$ cat src/design/lqm_pkg.sv
// Package for the linked queue manager: field widths, action codes,
// the classified command beat and the back-end sequencer states.
// Used by every module of the block; depends on nothing.
package lqm_pkg;

  localparam int ACT_W  = 3;
  localparam int QID_W  = 3;
  localparam int ITEM_W = 6;

  localparam int NUM_ITEMS_DEF  = 64;
  localparam int NUM_QUEUES_DEF = 8;

  // Depth of the command queue between the front and the back end.
  localparam int CMD_DEPTH = 2;

  localparam logic [ACT_W-1:0] ACT_PUSH_BACK  = 3'd0;
  localparam logic [ACT_W-1:0] ACT_PUSH_FRONT = 3'd1;
  localparam logic [ACT_W-1:0] ACT_POP_FRONT  = 3'd2;
  localparam logic [ACT_W-1:0] ACT_APPEND     = 3'd3;
  localparam logic [ACT_W-1:0] ACT_PREPEND    = 3'd4;

  typedef enum logic [2:0] {
    OP_PUSH_BACK,
    OP_PUSH_FRONT,
    OP_POP,
    OP_APPEND,
    OP_PREPEND,
    OP_NOP
  } op_t;

  typedef struct packed {
    op_t               op;
    logic              q_ok;
    logic [QID_W-1:0]  q;
    logic [QID_W-1:0]  o;
    logic [ITEM_W-1:0] item;
  } cmd_t;

  typedef enum logic [1:0] {
    BK_IDLE,
    BK_READ_OTHER,
    BK_EXEC,
    BK_LINK
  } bk_state_t;

endpackage

$ cat src/design/lqm_front.sv
// Front end of the linked queue manager: range checks and classifies an
// input beat into a command for the back end.
// Depends on lqm_pkg.
module lqm_front #(
  parameter int NUM_ITEMS  = lqm_pkg::NUM_ITEMS_DEF,
  parameter int NUM_QUEUES = lqm_pkg::NUM_QUEUES_DEF
) (
  input  logic [lqm_pkg::ACT_W-1:0]  action,
  input  logic [lqm_pkg::QID_W-1:0]  queue_id,
  input  logic [lqm_pkg::QID_W-1:0]  other_queue,
  input  logic [lqm_pkg::ITEM_W-1:0] item_index,
  output lqm_pkg::cmd_t              cmd
);

  logic q_ok;
  logic o_ok;
  logic item_ok;

  assign q_ok    = 32'(queue_id) < NUM_QUEUES;
  assign o_ok    = (32'(other_queue) < NUM_QUEUES) && (other_queue != queue_id);
  assign item_ok = 32'(item_index) < NUM_ITEMS;

  always_comb begin
    cmd.q_ok = q_ok;
    cmd.q    = queue_id;
    cmd.o    = other_queue;
    cmd.item = item_index;
    cmd.op   = lqm_pkg::OP_NOP;
    if (q_ok) begin
      unique case (action)
        lqm_pkg::ACT_PUSH_BACK:  cmd.op = item_ok ? lqm_pkg::OP_PUSH_BACK  : lqm_pkg::OP_NOP;
        lqm_pkg::ACT_PUSH_FRONT: cmd.op = item_ok ? lqm_pkg::OP_PUSH_FRONT : lqm_pkg::OP_NOP;
        lqm_pkg::ACT_POP_FRONT:  cmd.op = lqm_pkg::OP_POP;
        lqm_pkg::ACT_APPEND:     cmd.op = o_ok ? lqm_pkg::OP_APPEND  : lqm_pkg::OP_NOP;
        lqm_pkg::ACT_PREPEND:    cmd.op = o_ok ? lqm_pkg::OP_PREPEND : lqm_pkg::OP_NOP;
        default:                 cmd.op = lqm_pkg::OP_NOP;
      endcase
    end
  end

endmodule

$ cat src/design/lqm_cmd_fifo.sv
// Short command queue between the front and the back end of the linked
// queue manager. Depends on lqm_pkg for the command type and depth.
module lqm_cmd_fifo (
  input  logic          clk,
  input  logic          rst,
  input  logic          push,
  input  lqm_pkg::cmd_t push_cmd,
  output logic          full,
  input  logic          pop,
  output logic          not_empty,
  output lqm_pkg::cmd_t head_cmd
);

  localparam int PTR_W = (lqm_pkg::CMD_DEPTH > 1) ? $clog2(lqm_pkg::CMD_DEPTH) : 1;
  localparam int CNT_W = $clog2(lqm_pkg::CMD_DEPTH + 1);

  lqm_pkg::cmd_t    entries [lqm_pkg::CMD_DEPTH];
  logic [PTR_W-1:0] wr_ptr;
  logic [PTR_W-1:0] rd_ptr;
  logic [CNT_W-1:0] count;

  assign full      = count == CNT_W'(lqm_pkg::CMD_DEPTH);
  assign not_empty = count != '0;
  assign head_cmd  = entries[rd_ptr];

  always_ff @(posedge clk) begin
    if (rst) begin
      wr_ptr <= '0;
      rd_ptr <= '0;
      count  <= '0;
    end else begin
      if (push) begin
        wr_ptr <= wr_ptr + 1'b1;
      end
      if (pop) begin
        rd_ptr <= rd_ptr + 1'b1;
      end
      if (push && !pop) begin
        count <= count + 1'b1;
      end else if (pop && !push) begin
        count <= count - 1'b1;
      end
    end
  end

  always_ff @(posedge clk) begin
    if (push) begin
      entries[wr_ptr] <= push_cmd;
    end
  end

endmodule

$ cat src/design/lqm_back.sv
// Back end of the linked queue manager: head and tail tables, the shared
// next-link RAM, the command sequencer and the result register.
// Depends on lqm_pkg.
module lqm_back #(
  parameter int NUM_ITEMS  = lqm_pkg::NUM_ITEMS_DEF,
  parameter int NUM_QUEUES = lqm_pkg::NUM_QUEUES_DEF
) (
  input  logic                       clk,
  input  logic                       rst,
  input  logic                       cmd_valid,
  input  lqm_pkg::cmd_t              cmd,
  output logic                       cmd_pop,
  output logic                       result_valid,
  input  logic                       result_ready,
  output logic [lqm_pkg::ITEM_W-1:0] popped_item,
  output logic                       popped_valid,
  output logic                       target_empty
);

  localparam int QW = (NUM_QUEUES > 1) ? $clog2(NUM_QUEUES) : 1;
  localparam int IW = $clog2(NUM_ITEMS);
  localparam int LW = $clog2(NUM_ITEMS + 1);
  localparam int QX = QW + lqm_pkg::QID_W;
  localparam int LX = LW + lqm_pkg::ITEM_W;
  localparam logic [LW-1:0] LINK_NULL = LW'(NUM_ITEMS);

  lqm_pkg::bk_state_t state;
  lqm_pkg::bk_state_t state_next;

  logic [LW-1:0] head_link [NUM_QUEUES];
  logic [LW-1:0] tail_link [NUM_QUEUES];
  logic [LW-1:0] next_mem  [NUM_ITEMS];

  lqm_pkg::cmd_t cmd_r;
  logic [LW-1:0] hq;
  logic [LW-1:0] tq;
  logic [LW-1:0] ho;
  logic [LW-1:0] to;
  logic [LW-1:0] rd_data;

  logic [QX-1:0] q_in_x;
  logic [QX-1:0] q_x;
  logic [QX-1:0] o_x;
  logic [QW-1:0] q_in_idx;
  logic [QW-1:0] q_idx;
  logic [QW-1:0] o_idx;
  logic [LX-1:0] item_x;
  logic [LW-1:0] item_link;
  logic [LX-1:0] hq_x;

  logic          out_free;
  logic          fire;
  logic          need_link;
  logic          mem_re;
  logic          mem_we;
  logic [IW-1:0] mem_wa;
  logic [LW-1:0] mem_wd;
  logic [LW-1:0] hq_new;
  logic [LW-1:0] tq_new;
  logic          clr_other;
  logic [lqm_pkg::ITEM_W-1:0] res_item;
  logic          res_valid;
  logic          res_empty;

  function automatic logic is_null(input logic [LW-1:0] v);
    return v >= LINK_NULL;
  endfunction

  assign q_in_x    = {{QW{1'b0}}, cmd.q};
  assign q_in_idx  = q_in_x[QW-1:0];
  assign q_x       = {{QW{1'b0}}, cmd_r.q};
  assign q_idx     = q_x[QW-1:0];
  assign o_x       = {{QW{1'b0}}, cmd_r.o};
  assign o_idx     = o_x[QW-1:0];
  assign item_x    = {{LW{1'b0}}, cmd_r.item};
  assign item_link = item_x[LW-1:0];
  assign hq_x      = {{lqm_pkg::ITEM_W{1'b0}}, hq};

  assign out_free  = !result_valid || result_ready;
  assign need_link = (cmd_r.op == lqm_pkg::OP_PUSH_BACK) && !is_null(tq);

  always_ff @(posedge clk) begin
    if (rst) begin
      state <= lqm_pkg::BK_IDLE;
    end else begin
      state <= state_next;
    end
  end

  always_comb begin
    state_next = state;
    unique case (state)
      lqm_pkg::BK_IDLE: begin
        if (cmd_valid) begin
          state_next = lqm_pkg::BK_READ_OTHER;
        end
      end
      lqm_pkg::BK_READ_OTHER: state_next = lqm_pkg::BK_EXEC;
      lqm_pkg::BK_EXEC: begin
        if (out_free) begin
          state_next = need_link ? lqm_pkg::BK_LINK : lqm_pkg::BK_IDLE;
        end
      end
      lqm_pkg::BK_LINK: state_next = lqm_pkg::BK_IDLE;
      default:          state_next = lqm_pkg::BK_IDLE;
    endcase
  end

  // Sequencer outputs and the update each command makes.
  always_comb begin
    cmd_pop   = (state == lqm_pkg::BK_IDLE) && cmd_valid;
    mem_re    = state == lqm_pkg::BK_READ_OTHER;
    fire      = (state == lqm_pkg::BK_EXEC) && out_free;
    mem_we    = 1'b0;
    mem_wa    = item_link[IW-1:0];
    mem_wd    = LINK_NULL;
    hq_new    = hq;
    tq_new    = tq;
    clr_other = 1'b0;
    res_item  = '0;
    res_valid = 1'b0;
    if (state == lqm_pkg::BK_LINK) begin
      mem_we = 1'b1;
      mem_wa = tq[IW-1:0];
      mem_wd = item_link;
    end
    if (state == lqm_pkg::BK_EXEC) begin
      unique case (cmd_r.op)
        lqm_pkg::OP_PUSH_BACK: begin
          mem_we = fire;
          if (is_null(tq)) begin
            hq_new = item_link;
          end
          tq_new = item_link;
        end
        lqm_pkg::OP_PUSH_FRONT: begin
          mem_we = fire;
          mem_wd = is_null(hq) ? LINK_NULL : hq;
          hq_new = item_link;
          if (is_null(tq)) begin
            tq_new = item_link;
          end
        end
        lqm_pkg::OP_POP: begin
          if (!is_null(hq)) begin
            hq_new    = is_null(rd_data) ? LINK_NULL : rd_data;
            tq_new    = is_null(rd_data) ? LINK_NULL : tq;
            res_item  = hq_x[lqm_pkg::ITEM_W-1:0];
            res_valid = 1'b1;
          end
        end
        lqm_pkg::OP_APPEND: begin
          if (!is_null(ho)) begin
            clr_other = 1'b1;
            if (is_null(hq)) begin
              hq_new = ho;
            end else if (!is_null(tq)) begin
              mem_we = fire;
              mem_wa = tq[IW-1:0];
              mem_wd = ho;
            end
            tq_new = is_null(to) ? LINK_NULL : to;
          end
        end
        lqm_pkg::OP_PREPEND: begin
          if (!is_null(ho)) begin
            clr_other = 1'b1;
            mem_we    = fire && !is_null(to);
            mem_wa    = to[IW-1:0];
            mem_wd    = is_null(hq) ? LINK_NULL : hq;
            hq_new    = ho;
            if (is_null(tq)) begin
              tq_new = is_null(to) ? LINK_NULL : to;
            end
          end
        end
        default: begin
        end
      endcase
    end
    res_empty = cmd_r.q_ok ? is_null(hq_new) : 1'b1;
  end

  // Operand capture: target entries first, then the other queue's entries.
  always_ff @(posedge clk) begin
    if (cmd_pop) begin
      cmd_r <= cmd;
      hq    <= head_link[q_in_idx];
      tq    <= tail_link[q_in_idx];
    end
    if (state == lqm_pkg::BK_READ_OTHER) begin
      ho <= head_link[o_idx];
      to <= tail_link[o_idx];
    end
  end

  always_ff @(posedge clk) begin
    if (rst) begin
      for (int i = 0; i < NUM_QUEUES; i++) begin
        head_link[i] <= LINK_NULL;
        tail_link[i] <= LINK_NULL;
      end
    end else if (fire && cmd_r.op != lqm_pkg::OP_NOP) begin
      head_link[q_idx] <= hq_new;
      tail_link[q_idx] <= tq_new;
      if (clr_other) begin
        head_link[o_idx] <= LINK_NULL;
        tail_link[o_idx] <= LINK_NULL;
      end
    end
  end

  // Next-link RAM: one write port, one registered read port.
  always_ff @(posedge clk) begin
    if (mem_we) begin
      next_mem[mem_wa] <= mem_wd;
    end
    if (mem_re) begin
      rd_data <= next_mem[hq[IW-1:0]];
    end
  end

  always_ff @(posedge clk) begin
    if (rst) begin
      result_valid <= 1'b0;
    end else if (fire) begin
      result_valid <= 1'b1;
    end else if (result_ready) begin
      result_valid <= 1'b0;
    end
  end

  always_ff @(posedge clk) begin
    if (fire) begin
      popped_item  <= res_item;
      popped_valid <= res_valid;
      target_empty <= res_empty;
    end
  end

endmodule

$ cat src/design/linked_queue_manager_top.sv
// Top level of the linked queue manager: front end, command queue and
// back end. Depends on lqm_pkg, lqm_front, lqm_cmd_fifo and lqm_back.
//
//   Channel   Handshake                    Payload
//   item      item_valid / item_ready      action, queue_id, other_queue, item_index
//   result    result_valid / result_ready  popped_item, popped_valid, target_empty
//
// The front end checks the queue and item numbers of each beat and turns
// it into one command; a two-entry command queue lets it keep taking beats
// while the back end works or the result register waits to be taken.
// The back end runs one command at a time: the idle state reads the
// target's head and tail, BK_READ_OTHER reads the other queue's entries and
// the next-link RAM at the target's head, and BK_EXEC commits the update
// and loads the result register. A push to the back of a non-empty queue
// also passes through BK_LINK, since its second link write goes through
// the single RAM write port.
// Reset (synchronous, active high) empties every queue at once; the
// next-link RAM is not cleared and needs no clearing pass.
// A stalled result holds the back end in its commit cycle, and the item
// side stalls only when the command queue is full.
module linked_queue_manager_top #(
  parameter int NUM_ITEMS  = lqm_pkg::NUM_ITEMS_DEF,
  parameter int NUM_QUEUES = lqm_pkg::NUM_QUEUES_DEF
) (
  input  logic                       clk,
  input  logic                       rst,
  input  logic                       item_valid,
  output logic                       item_ready,
  input  logic [lqm_pkg::ACT_W-1:0]  action,
  input  logic [lqm_pkg::QID_W-1:0]  queue_id,
  input  logic [lqm_pkg::QID_W-1:0]  other_queue,
  input  logic [lqm_pkg::ITEM_W-1:0] item_index,
  output logic                       result_valid,
  input  logic                       result_ready,
  output logic [lqm_pkg::ITEM_W-1:0] popped_item,
  output logic                       popped_valid,
  output logic                       target_empty
);

  lqm_pkg::cmd_t front_cmd;
  lqm_pkg::cmd_t queued_cmd;
  logic          fifo_full;
  logic          fifo_not_empty;
  logic          cmd_pop;

  // A beat is taken whenever the command queue has room.
  assign item_ready = !fifo_full;

  lqm_front #(
    .NUM_ITEMS  (NUM_ITEMS),
    .NUM_QUEUES (NUM_QUEUES)
  ) u_front (
    .action      (action),
    .queue_id    (queue_id),
    .other_queue (other_queue),
    .item_index  (item_index),
    .cmd         (front_cmd)
  );

  lqm_cmd_fifo u_fifo (
    .clk       (clk),
    .rst       (rst),
    .push      (item_valid && item_ready),
    .push_cmd  (front_cmd),
    .full      (fifo_full),
    .pop       (cmd_pop),
    .not_empty (fifo_not_empty),
    .head_cmd  (queued_cmd)
  );

  lqm_back #(
    .NUM_ITEMS  (NUM_ITEMS),
    .NUM_QUEUES (NUM_QUEUES)
  ) u_back (
    .clk          (clk),
    .rst          (rst),
    .cmd_valid    (fifo_not_empty),
    .cmd          (queued_cmd),
    .cmd_pop      (cmd_pop),
    .result_valid (result_valid),
    .result_ready (result_ready),
    .popped_item  (popped_item),
    .popped_valid (popped_valid),
    .target_empty (target_empty)
  );

endmodule

$ cat config.mk
export PLATFORM = sky130hd
export DESIGN_NAME = linked_queue_manager_top
export DESIGN_NICKNAME = d
export VERILOG_FILES = /design/src/design/lqm_pkg.sv /design/src/design/lqm_front.sv /design/src/design/lqm_cmd_fifo.sv /design/src/design/lqm_back.sv /design/src/design/linked_queue_manager_top.sv
export SDC_FILE = /design/constraint.sdc
export NUM_CORES = 1
export LEC_CHECK = 0
export ABC_AREA = 1
export CORE_MARGIN = 5
export CORE_UTILIZATION = 30
export CTS_CLUSTER_SIZE = 24
export DETAILED_ROUTE_END_ITERATION = 10
export DONT_BUFFER_PORTS = 1
export HOLD_SLACK_MARGIN = 0.06
export MAX_ROUTING_LAYER = met4
export PLACE_DENSITY_LB_ADDON = 0.2
export SLEW_MARGIN = 0
export SYNTH_ARGS = -nofsm -noshare
export SYNTH_HDL_FRONTEND = slang
export SYNTH_SLANG_ARGS = --single-unit
$ cat constraint.sdc
create_clock -name clk -period 4.9 [get_ports clk]
set_clock_uncertainty 0.1 [all_clocks]
set_input_delay 0.49 -clock clk [delete_from_list [all_inputs] [get_ports clk]]
set_output_delay 0.49 -clock clk [all_outputs]
set_load 0.1 [all_outputs]
---- Yosys cells after proc, flatten, opt, wreduce, memory -nomap -nowiden ----
Memory sizes are Yosys's and may differ from the RTL's. A register that Yosys moved wholly into a read port is not among the register bits.
Cells that the tools add are included.
storage, ports and cells
  memories ................................ 4
  ROM bits ................................ 0
  RAM bits ................................ 590
  bits in latches ......................... 0
  input port bits ......................... 19
  register bits ........................... 31
operators by class
  shifts and indexed selects .............. 0
  eq/ne operators ......................... 16
  order comparisons ....................... 6
  multiplexer cells ....................... 81
  reductions and logical operators ........ 30
  multiply operators ...................... 0
  div/mod/pow operators ................... 0
  bitwise logic cells ..................... 2
  $add $sub $neg .......................... 4
memories
  name              depth  width  read ports  clocked after memory_dff  write ports  RTL line            RTL
  u_back.next_mem   64     7      1           1                         1            lqm_back.sv:32      logic [LW-1:0] next_mem [NUM_ITEMS];
  u_back.head_link  8      7      2           2                         8            lqm_back.sv:30      logic [LW-1:0] head_link [NUM_QUEUES];
  u_back.tail_link  8      7      2           2                         8            lqm_back.sv:31      logic [LW-1:0] tail_link [NUM_QUEUES];
  u_fifo.entries    2      15     1           1                         1            lqm_cmd_fifo.sv:17  lqm_pkg::cmd_t entries [lqm_pkg::CMD_DEPTH];
operators by type and width
  operator            count
  $mux 7              26
  $pmux 7 s5          2
  $ge 7x7->1 const B  6
  $mux 6              6
  $mux 1              32
  $reduce_or 7->1     4
  $pmux 7 s3          1
  $mux 3              5
  $pmux 3 s5          1
  $eq 3x2->1 const B  4
  $pmux 6 s2          1
  $mux 2              5
  $logic_and 1x1->1   8
  $pmux 2 s4          1
  $eq 2x2->1 const B  3
  $eq 3x1->1 const B  2
  $eq 3x3->1 const B  2
  $logic_not 1->1     6
  $logic_not 3->1     2
  $reduce_bool 2->1   3
  $ne 2x1->1 const B  2
  $reduce_and 2->1    2
  $reduce_or 2->1     2
  $ne 3x3->1          1
  other kinds (10)    12

---- Logic depth before layout (Yosys ltp) ----
  depth in word-level cells ............... 10
  mapped depth ............................ 14
  mapped depth without buffers ............ 12

---- Hierarchy ----
Synthesis repeated with hierarchy kept, for this count alone.
second synthesis, totals
  cells, all modules ...................... 3026
  area, all modules ....................... 29445.7 sq um
modules (own cells, without submodules)
  module                    seq. area each (sq um)  times used  cells each  area an instance (sq um)
  lqm_back                  17526.8                 1           2903        27795.4
  lqm_cmd_fifo              1061.0                  1           83          1436.4
  lqm_front                 0.0                     1           37          200.2
  linked_queue_manager_top  0.0                     1           3           13.8

---- Least setup slack after synthesis ----
Ideal clock, no wire load.
  path kind ............................... register to register
  start ................................... register u_back.state[1]
  end ..................................... memory u_back.next_mem[0][0] (netlist bit) (data pin)
  required time ........................... 4.098 ns
  clock period less this slack ............ 4.012 ns
  slack ................................... 0.888 ns
  arrival time ............................ 3.210 ns
  stages on the path, launching flop included .. 4
  cell sequence ........................... dfxtp_1 -> nand2_1 -> clkbuf_1 -> o21ai_0
on the way
  longest elaborated chain between the ends .. 7
  elaborated cells between the ends (all ways) .. 9
ends and longest elaborated chain
  item                        RTL line         RTL
  from (decl)                 lqm_back.sv:27   lqm_pkg::bk_state_t state;
  from (signal assigned)      lqm_back.sv:84   state <= lqm_pkg::BK_IDLE;
  from (signal assigned)      lqm_back.sv:86   state <= state_next;
  $eq 2x2->1                  lqm_back.sv:122  if (state == lqm_pkg::BK_LINK) begin
  $mux 7                      lqm_back.sv:122
  $mux 7                      lqm_back.sv:157  end else if (!is_null(tq)) begin
  $mux 7                      lqm_back.sv:155  if (is_null(hq)) begin
  $mux 7                      lqm_back.sv:153  if (!is_null(ho)) begin
  $pmux 7 s3                  lqm_back.sv:128  unique case (cmd_r.op)
  $mux 7 (*)                  lqm_back.sv:127  if (state == lqm_pkg::BK_EXEC) begin
  named net u_back.mem_wd[0]  lqm_back.sv:57   logic [LW-1:0] mem_wd;
  to (decl)                   lqm_back.sv:32
Mark *: on every way through the listed nets, which the timed path passes. The rest lies on a longest branch.

---- Worst setup path in the final report ----
  start ................................... register u_back.state[1]
  end ..................................... memory u_back.next_mem[17][1] (netlist bit) (enable)
on the way
  longest elaborated chain between the ends .. 9
  elaborated cells between the ends (all ways) .. 20
ends and longest elaborated chain
  item                                                RTL line                                           RTL
  $eq 2x2->1 (on tied branches)                       lqm_back.sv:122, lqm_back.sv:113, lqm_back.sv:127
  $mux 1 / $logic_and 1x1->1 (equally long branches)  lqm_back.sv:122, lqm_back.sv:113
  $mux 1                                              lqm_back.sv:157
  $mux 1                                              lqm_back.sv:155
  $mux 1                                              lqm_back.sv:153
  $pmux 1 s3                                          lqm_back.sv:128
  $mux 1                                              lqm_back.sv:127
  $mux 1                                              lqm_back.sv:215                                    if (mem_we) begin
  $mux 1 (not written as such)                        lqm_back.sv:216                                    next_mem[mem_wa] <= mem_wd;
Several ways; a longest one is shown, not always the timed one.

==> key figures <==
Setup path
  – Worst-path fanout max: 20
  – Setup CP Type: reg2reg
  – Slowest library cell on the worst path: nor2_1
  – Critical-path cell list: nand2_1 > o21ai_0 > a21oi_4 > nand4_1 > nor2_1
  – CP Capture Type: flip-flop
  – Flop-to-flop setup slack: 1.23 ns
  – Kind of start point of the critical path: flip-flop
  – Max incr delay on CP: 0.77 ns
  – CP arrival: 3.83 ns
  – CP required: 5.06 ns

Synthesis
  – Post-synthesis xor/xnor area fraction: 0.122%
  – Asr flop ratio synth: 0%
  – Post-synth top area share: 56.0%
  – Mapped Avg Cell Area: 9.69 sq um
  – Simple-gate share of the synthesized area: 24.6%
  – Syn Inst Count: 2970
  – Mapped Nets: 2990
  – Yosys cell types: 46
  – Yosys top cell by area: edfxtp_1
  – Mux contribution to synthesized area: 0%
  – Post-synth design cell area: 0.0288 sq mm
  – Post-synthesis sequential area ratio: 64.3%
  – Largest family of logic cells by synthesized area: simple AND/OR/NAND/NOR gates
  – Adder-cell share of the synthesized area: 0.0435%
  – Compound-Gate Fraction of Synth Area: 6.91%
  – Top cells by area, synth: edfxtp_1 56%, nand2_1 13%, dfxtp_1 8.4%
  – EDFF count, synth: 536
  – Yosys warns: 0
  – #FFs+latches synth: 656
  – Ys flop type: edfxtp_1

Min path
  – Hold Path Class: in2reg

GRT
  – Initial antenna violation count: 0
  – Global-route met3 utilization: 3.05%
  – Vias in the first global route: 20175
  – Global routing's busiest layer: met2
  – Pin count of the biggest net entering global routing: 95
  – GRT Residual Overflow: 0
  – Gr usage total: 18.0%
  – Met1 global-route usage: 24.1%
  – GR Util met2: 28.5%
  – First-pass GRT wire length: 136000 um

Pwr
  – Sw Ratio: 40.1%
  – Net load switching power: 0.00753 W
  – Combinational Power Share: 33.4%
  – Pint: 0.0113 W
  – Static leakage: 11.9 nW
  – Clock share of power: 30.4%
  – Max VDD drop: 342 uV
  – Seq pwr share: 36.3%
  – Pwr dens: 574 mW/mm^2

Floorplanning
  – Row cnt: 113
  – Initial Util: 30.2%
  – Core region area: 0.0952 sq mm
  – Die Ht: 320 um
  – Die area: 0.102 sq mm
  – I/O pins: 29
  – Die Wd: 320 um

CTS
  – Longest Clk Path Bufs: 3
  – H-tree levels: 3
  – Num CTS Buffers: 77
  – Clock slew at reported path FFs: 0.06 ns
  – Post-CTS setup buffer count: 0
  – Clock Sink Count: 656
  – Worst skew pair latency: 0.64 ns
  – CTS tree: done
  – Root buf cell: clkbuf_16

Timing
  – Fmax: 272 MHz
  – Tmin final: 3.67 ns
  – Hold Fails Final Rpt: 0
  – Max-slew violation count: 0
  – Tcrit/Tclk final: 75.0%
  – Unrepaired setup endpoints after global routing: false
  – Slew of the pin with the lowest slew margin: 1.15 ns
  – Worst relative slew slack: 23.8%
  – Setup TNS: 0 ns
  – Final count of negative-setup-slack endpoints: 0

Drt
  – Antenna Nets Post-Route: 0
  – Via density: 4.96
  – Pre-Repair DR Iteration Count: 5
  – Detail-routed net length per standard cell: 21.5 um
  – DRC viols: 0
  – Vias: 21168
  – DRT Wirelength: 92000 um
  – 1st-iter DRT viols: 2076

Layout
  – Fillers: 9645
  – Layout cells sized above 1: 6.85%
  – Area growth from synthesis to layout: 13.8%
  – Layout Nets: 2964
  – Final Instance Area: 0.0327 sq mm

Run
  – Maxcap violations: 0

Place
  – Port bufs: 0
  – Gp weighted congestion: 0.911
  – HPWL reported at the end of detailed placement: 59500 um
  – Area after DPL: 0.0301 sq mm

Run status
  – Status: finished clean
## per-stage QoR
| stage | hold WS, ns | total power, W | utilization [%] | cells | setup slack (ns) |
|---|---|---|---|---|---|
| 3_3_place_gp | 0.333 | 0.0132 | 31.6 | 4114 | 1.28 |
| 4_1_cts | 0.0766 | 0.0189 | 34.4 | 4271 | 1.23 |
| 5_1_grt | 0.0968 | 0.0197 | 34.4 | 4271 | 0.992 |
| 3_5_place_dp | 0.344 | 0.0132 | 31.6 | 4114 | 1.21 |
| 6_report | 0.0901 | 0.0188 | 34.4 | 4272 | 1.23 |
| 2_1_floorplan | 0.326 | 0.0107 | - | 2970 | 0.888 |
## power by group through the flow
| stage | logic (W) | registers, W | clock network [W] |
|---|---|---|---|
| after floorplan | 0.00399 | 0.00673 | 0 |
| after global placement | 0.00628 | 0.00692 | 0 |
| after detailed placement | 0.00625 | 0.00692 | 0 |
| after CTS | 0.00628 | 0.00680 | 0.00583 |
| after global routing | 0.00684 | 0.00684 | 0.00606 |
| final | 0.00627 | 0.00681 | 0.00570 |
## per-layer routing
metal | vias to the layer above | share of wire, %
met4 | 0 | 2.8
met3 | 149 | 6.2
met2 | 656 | 47
met1 | 10225 | 44
li1 | 10138 | -
met5 | - | 0
## registers in the layout, summed over array words and instances (netlist names), 9 cells and up, named ones only
register / count
u_back.tail_link: 56
u_back.next_mem: 448
u_back.cmd_r: 9
u_fifo.entries: 30
u_back.head_link: 56
## path summary, 6_finish.rpt
path                           startpoint                                to  depth (start not counted)
max          u_back.state[1]$_SDFFE_PP0P_  u_back.next_mem[17][1]$_DFFE_PP_                          5
min                          result_ready  u_back.result_valid$_SDFFE_PP0P_                          3
min reg2reg    u_fifo.rd_ptr$_SDFFE_PP0P_        u_fifo.rd_ptr$_SDFFE_PP0P_                          1
max reg2reg  u_back.state[1]$_SDFFE_PP0P_  u_back.next_mem[17][1]$_DFFE_PP_                          5
## cell usage after synthesis, types with 3 or more instances
cell       instances
nand2_1         1034
a211oi_1           4
o2bb2ai_1          3
o2111ai_1          5
nor2_2             7
nor2_4             4
nand2_4            4
edfxtp_1         536
nand3_1          427
a22oi_1           12
o21a_1             9
a221oi_1          13
inv_2              8
o22ai_1           17
clkbuf_1          83
inv_1            104
o21ai_2            4
nor2_1           167
o211ai_1           9
nand3_2            5
nand4_1            8
xnor2_1            3
nand2_2            6
clkinv_1          13
o21ai_1           14
buf_1             17
nand4_4            3
buf_2             54
a21oi_1          142
nor3_1             3
o21ai_0          111
dfxtp_1          120
## kinds of logic (layout without fill, tap and decap cells)
group	Yosys count	count (layout)
XOR/XNOR	4	4
buffers and inverters	283	319
adder cells (fa/ha/maj)	1	1
AO/OA/AOI/OAI	348	348
other	0	1
AND/OR/NAND/NOR	1678	1678
flip-flops	656	656
## cells in the final DEF (no fill, tap or decap), drive strengths merged
| master | count |
|---|---|
| nor2 | 178 |
| a31oi | 1 |
| nor3 | 3 |
| nand3b | 2 |
| nand4 | 13 |
| xor2 | 1 |
| dlygate4sd3 | 16 |
| a211oi | 4 |
| a221oi | 13 |
| a21oi | 144 |
| clkinv | 37 |
| inv | 116 |
| buf | 36 |
| clkinvlp | 3 |
| nand3 | 433 |
| diode | 1 |
| o21ai | 131 |
| dfxtp | 120 |
| a22oi | 12 |
| edfxtp | 536 |
| bufinv | 7 |
| and3 | 1 |
| o2bb2ai | 3 |
| o211ai | 9 |
| o22ai | 17 |
| o21a | 9 |
| clkbuf | 104 |
| or2 | 4 |
| ha | 1 |
| nand2 | 1044 |
| o2111ai | 5 |
| xnor2 | 3 |
## area by class of cell
type	instances	area [sq um]	share of cell area, %
clock inverters	37	440	1.35
inverters	126	483	1.48
repair buffers	52	443	1.35
flip-flops and latches	656	18500	56.5
diodes	1	2.50	0.00765
multi-input cells	2031	9210	28.1
clock buffers	104	2070	6.33
well taps	1265	1580	4.84
## worst max-delay path: cells and delay by family, from the launching register on
| kind | cells | cell delay (ns) |
|---|---|---|
| and+or+nand+nor | 3 | 2.09 |
| AOI/OAI and AO/OA | 2 | 0.72 |
| DFF | 1 | 0.37 |
## repair_timing
| item | CTS | global route |
|---|---|---|
| hold buffers | 16 | 0 |
| endpoints found under the hold margin | 32 | 0 |
| gates resized for setup | 0 | 0 |
Note: power is estimated with default switching activity, not from simulation.
